### config.mk
export PLATFORM = sky130hd
export DESIGN_NAME = hpvt_merge
export DESIGN_NICKNAME = d
export VERILOG_FILES = /design/src/hw/rtl/homogeneous_point_vector_transform_defines.svh /design/src/hw/rtl/hpvt_pkg.sv /design/src/hw/rtl/hpvt_merge.sv
export SDC_FILE = /design/constraint.sdc
export NUM_CORES = 2
export LEC_CHECK = 0
export BUFFER_PORTS_ARGS = -buffer_cell sky130_fd_sc_hd__buf_2
export CORE_MARGIN = 1
export CORE_UTILIZATION = 35
export CTS_BUF_LIST = sky130_fd_sc_hd__clkbuf_8
export CTS_CLUSTER_SIZE = 12
export DETAILED_ROUTE_END_ITERATION = 8
export PLACE_DENSITY = 0.57
export SLEW_MARGIN = 0
export SYNTH_ARGS = -nofsm -noshare
export SYNTH_HDL_FRONTEND = slang
export SYNTH_SLANG_ARGS = --single-unit
### constraint.sdc
create_clock -name clk_i -period 0.8 [get_ports clk_i]
set_input_delay 0.16 -clock clk_i [delete_from_list [all_inputs] [get_ports clk_i]]
set_output_delay 0.16 -clock clk_i [all_outputs]
set_load 0.005 [all_outputs]
### src/hw/rtl/homogeneous_point_vector_transform_defines.svh
// Assertion helpers shared by the transform block.
`ifndef HOMOGENEOUS_POINT_VECTOR_TRANSFORM_DEFINES_SVH
`define HOMOGENEOUS_POINT_VECTOR_TRANSFORM_DEFINES_SVH

// Implication checked at every clock edge outside reset.
`define HPVT_ASSERT(label, clk, rst_n, prop, msg) \
  label: assert property (@(posedge clk) disable iff (!rst_n) prop) else $error(msg);

// Property must hold in the cycle after a condition.
`define HPVT_ASSERT_NEXT(label, clk, rst_n, cond, prop, msg) \
  label: assert property (@(posedge clk) disable iff (!rst_n) (cond) |=> (prop)) \
    else $error(msg);

`endif

### src/hw/rtl/hpvt_pkg.sv
`timescale 1ns / 1ps
package hpvt_pkg;
  localparam int unsigned DefaultFractionBits = 16;
  localparam int unsigned NumRegs = 8;
  localparam int unsigned RegIdxW = 3;
  localparam int unsigned NumCorners = 8;

  typedef enum logic [1:0] {
    ActPoint  = 2'd0,
    ActVector = 2'd1,
    ActNormal = 2'd2,
    ActBox    = 2'd3
  } action_e;

  typedef logic signed [31:0] coord_t;

  typedef struct packed {
    logic fault;
    logic ovf;
  } flags_t;

  localparam logic signed [31:0] Max32 = 32'sh7fffffff;
  localparam logic signed [31:0] Min32 = 32'sh80000000;
endpackage

### src/hw/rtl/hpvt_merge.sv
`timescale 1ns / 1ps
// Combines the eight lane results: in box mode min/max over corners and OR of flags, otherwise lane zero is forwarded.
module hpvt_merge import hpvt_pkg::*; (
  input  logic   clk_i,
  input  logic   rst_ni,
  input  logic   en_i,
  input  logic   box_i,
  input  coord_t res_i   [NumCorners][3],
  input  flags_t flags_i [NumCorners],
  output coord_t mn_o    [3],
  output coord_t mx_o    [3],
  output flags_t flags_o
);
  always_ff @(posedge clk_i or negedge rst_ni) begin
    if (!rst_ni) begin
      flags_o <= '0;
    end else if (en_i) begin
      flags_t f;
      f = box_i ? '0 : flags_i[0];
      for (int k = 0; k < 3; k++) begin
        coord_t lo;
        coord_t hi;
        lo = res_i[0][k];
        hi = res_i[0][k];
        for (int i = 1; i < NumCorners; i++) begin
          if (res_i[i][k] < lo) lo = res_i[i][k];
          if (res_i[i][k] > hi) hi = res_i[i][k];
        end
        mn_o[k] <= box_i ? lo : res_i[0][k];
        mx_o[k] <= box_i ? hi : 32'sd0;
      end
      if (box_i) begin
        for (int i = 0; i < NumCorners; i++) f = f | flags_i[i];
      end
      flags_o <= f;
    end
  end
endmodule

==> metrics.md <==
| Metric | Value |
|---|---|
| Final worst setup slack | `-18600 ps` |
| Worst clock skew | `0 ps` |
| Tot GR Track Use | `38.0%` |
| Register-to-Register Setup Slack | `around 150 ps` |
| Bufs and invs on worst path | `26` |
| Syn Std Cell Area | `0.0547 sq mm` |
| Routed Antenna Nets | `0` |
| Number of synthesized flops with an enable pin | `192` |
| WP data arrival | `19840 ps` |
| Share of post-route cells with drive strength above 1 | `46.8%` |
| VDD IR max | `approximately 3.8 mV` |
| Drt initial violations | `approximately 6400` |
| Remaining DRCs | `0` |
| Net count after synthesis | `9213` |
| CP delay by family, top | `compound AO/OA/AOI/OAI gates` |
| Num rows | `144` |
| Final setup vio count | `just under 600` |
| Worst reg2reg path endpoint | `flags_o[0]` |
| CTS Buffer Depth | `2` |
| Max Cap Viol | `0` |
| TritonCTS clock tree | `built` |
| Hold Path Stages | `4` |
| Hold WS | `46.4 ps` |
| # port buffers | `between 900 and 1000` |
| Layout area overhead | `74.3%` |
| Worst slew pin tran | `1000 ps` |
| Slew Limit Fails | `0` |
| H-tree depth | `4` |
| Max stage delay on crit path | `~500 ps` |
| Critical path's most frequent cell | `a21o_1` |
| Final period util | `2430%` |
| PwrDens | `5220 mW/mm^2` |
| Wire length per cell | `24.5 um` |
| Grt ovf | `0` |
| Layout Nets | `~13000` |
| Slew HR | `32.6%` |
| Minimum clock period | `19400 ps` |
| Die ar. | `0.158 sq mm` |
| Hold Crit Class | `primary input to register` |
| Core Area | `0.155 sq mm` |
| Crit-path max FO | `31` |
| Vias in the first global route | `70100` |
| RSZ-0062 raised after global routing | `true` |
| Top-Level Pins | `982` |
| Global-route wire length before repair | `~450000 um` |
| Clock root buffer | `clkbuf_8` |
| Crit. End Element | `register` |
| Async S/R FF share, synth | `1.03%` |
| CP max-delay cell | `o41a_1` |
| Initial antenna violation count | `183` |
| Vias per cell | `5.56` |
| Startpoint types | `primary input` |
| Final Wtd Congestion | `~1.1` |
| Reg-to-Reg Start | `flags_o[0]` |
| WS Path Type | `primary input to register` |
| HPWL Detailed | `272000 um` |
| Post-Synthesis Cells | `7225` |
| Post-synthesis sequential area ratio | `10.6%` |
| Leakage | `~49 nW` |
| Max Freq | `0.0515 GHz` |
| Sink Count | `194` |
| Yosys reg bits | `approximately 190` |
| Worst EP required | `1240 ps` |
| Initial Utilization | `35.4%` |
| Hold Path Origin | `res_i[74]` |
| CTS clk-pin slew, worst paths | `130 ps` |
| Main flop type after synthesis | `edfxtp_1` |
| Syn avg cell area | `7.56 sq um` |
| Reg2Reg Depth | `2` |
| Die Ht | `~400 um` |
| Dpl ws | `-20280 ps` |
| Total Wirelength | `326000 um` |
| Cell variety after synth | `98` |
| Violated checks | `negative setup slack` |
| Clock Latency Late Sink | `690 ps` |
| Detailed-route via count | `74000` |
| Largest net degree at the start of global routing | `60` |
| CTS Buf Count | `17` |
| Hold Vio Cnt, Final | `0` |
| Status | `finished, violations left` |
| Die width | `397 um` |
| Synth Warn # | `0` |
| Total iterations of the first detailed-routing run | `6` |
| Hold EP | `mn_o[74]` |
## how the worst max path moves through the flow
| stage | cells past startpoint | startpoint | end |
|---|---|---|---|
| 5_1_grt | 111 | res_i[761] | mx_o[76] |
| 3_3_place_gp | 104 | res_i[753] | mx_o[68] |
| 3_5_place_dp | 104 | res_i[753] | mx_o[68] |
| 2_1_floorplan | 112 | res_i[753] | mx_o[86] |
| 6_report | 107 | res_i[702] | mn_o[23] |
| 4_1_cts | 110 | res_i[753] | mx_o[94] |
## cells by family after synthesis
kind of cell    share of synthesized area, %
simple gates                            19.1
compound gates                          23.3
fa+ha+maj                               27.5
buf+inv                                 7.61
mux                                     11.4
flops                                   10.6
xor+xnor                               0.478
## tightest hold or removal path: cells and delay by family
| family | cells | cell delay [ps] |
|---|---|---|
| buffers and inverters | 2 | 280 |
| and+or+nand+nor | 1 | 60 |
| AOI/OAI and AO/OA | 1 | 50 |
## layout by cell type (no fill, tap or decap), types with 59 or more instances in the layout
cell,Yosys,final
a21o_1,286,285
a21oi_1,556,367
a21oi_2,1,174
and3_1,85,60
buf_12,0,113
buf_2,23,975
buf_4,1,2815
buf_6,3,88
diode_2,0,119
dlygate4sd3_1,0,164
edfxtp_1,192,192
ha_1,1200,1101
ha_4,0,90
inv_1,770,727
mux2_2,162,144
mux2i_1,434,337
nand2_1,529,489
nand2b_1,147,147
nand3_1,245,178
nand4_1,252,252
nor2_1,403,364
nor2b_1,205,201
o21ai_0,578,356
o21ai_1,52,197
o21ai_2,2,59
## metrics by stage
step / setup TNS [ps] / power (mW) / util, % / std cells / instance area (sq um)
6_report: -3556670 / 497 / 61.6 / 13300 / 95300
4_1_cts: -3566910 / 428 / 56.9 / 13000 / 88000
3_5_place_dp: -3832580 / 392 / 53.8 / 12600 / 83200
2_1_floorplan: -4014230 / 205 / - / 7225 / 56100
3_3_place_gp: -3807280 / 387 / 53.8 / 12600 / 83200
5_1_grt: -3687650 / 527 / 61.5 / 13300 / 95100
## cell type report
cell class	count	area (sq um)
Antenna cell	119	298
Clock buffer	17	234
Clock inverter	15	196
Fill cell	13700	59300
Inverter	771	2930
Multi-Input combinational cell	5942	51200
Sequential cell	194	5820
Tap cell	2044	2560
Timing Repair Buffer	4208	32000
## report_power, final
part,internal (mW),switching (mW),total [mW]
clock,2.93,5.16,8.09
combinational,236,233,468
sequential,18.0,2.86,20.9
total,257,241,497
## repair_timing
item	in CTS	in global routing
hold buffers	163	1
setup buffers	107	222
cloned	5	31
pin swaps	114	434
hold endpoints to repair	135	1
resized for setup	430	1029
endpoints found under the setup margin	386	570
## cells in the mapped netlist, types with 27 or more instances
master     count  area, sq um
a2111oi_0     38          333
a21o_1       286         2150
a21oi_1      556         2780
a221oi_1      44          385
a22oi_1       34          255
a31oi_1       27          169
and3_1        85          532
and4_1        31          272
buf_1         34          128
clkbuf_1     262          983
edfxtp_1     192         5770
ha_1        1200        15000
inv_1        770         2890
mux2_2       162         1820
mux2i_1      434         4340
nand2_1      529         1990
nand2b_1     147          920
nand3_1      245         1230
nand4_1      252         1580
nor2_1       403         1510
nor2b_1      205         1280
nor3_1        67          335
nor4_1        28          175
o21a_1        53          398
o21ai_0      578         2890
o21ai_1       52          260
o221ai_1      37          324
o311ai_0      31          272
o311ai_1      62          543
o31ai_1       46          345
## sequential cells by signal, indices dropped and copies added, names as in the netlist
| register | flops |
|---|---|
| mn_o | 96 |
| mx_o | 96 |
| flags_o | 2 |
## layer usage
layer | wire (um) | vias to the layer above | track usage, %
li1 | - | 34700 | -
met1 | 131000 | 34900 | 47.8
met2 | 143000 | 3395 | 60.0
met3 | 30400 | 855 | 9.23
met4 | 20600 | 106 | 19.7
met5 | 689 | - | 0
(Power assumes the default switching activity.)
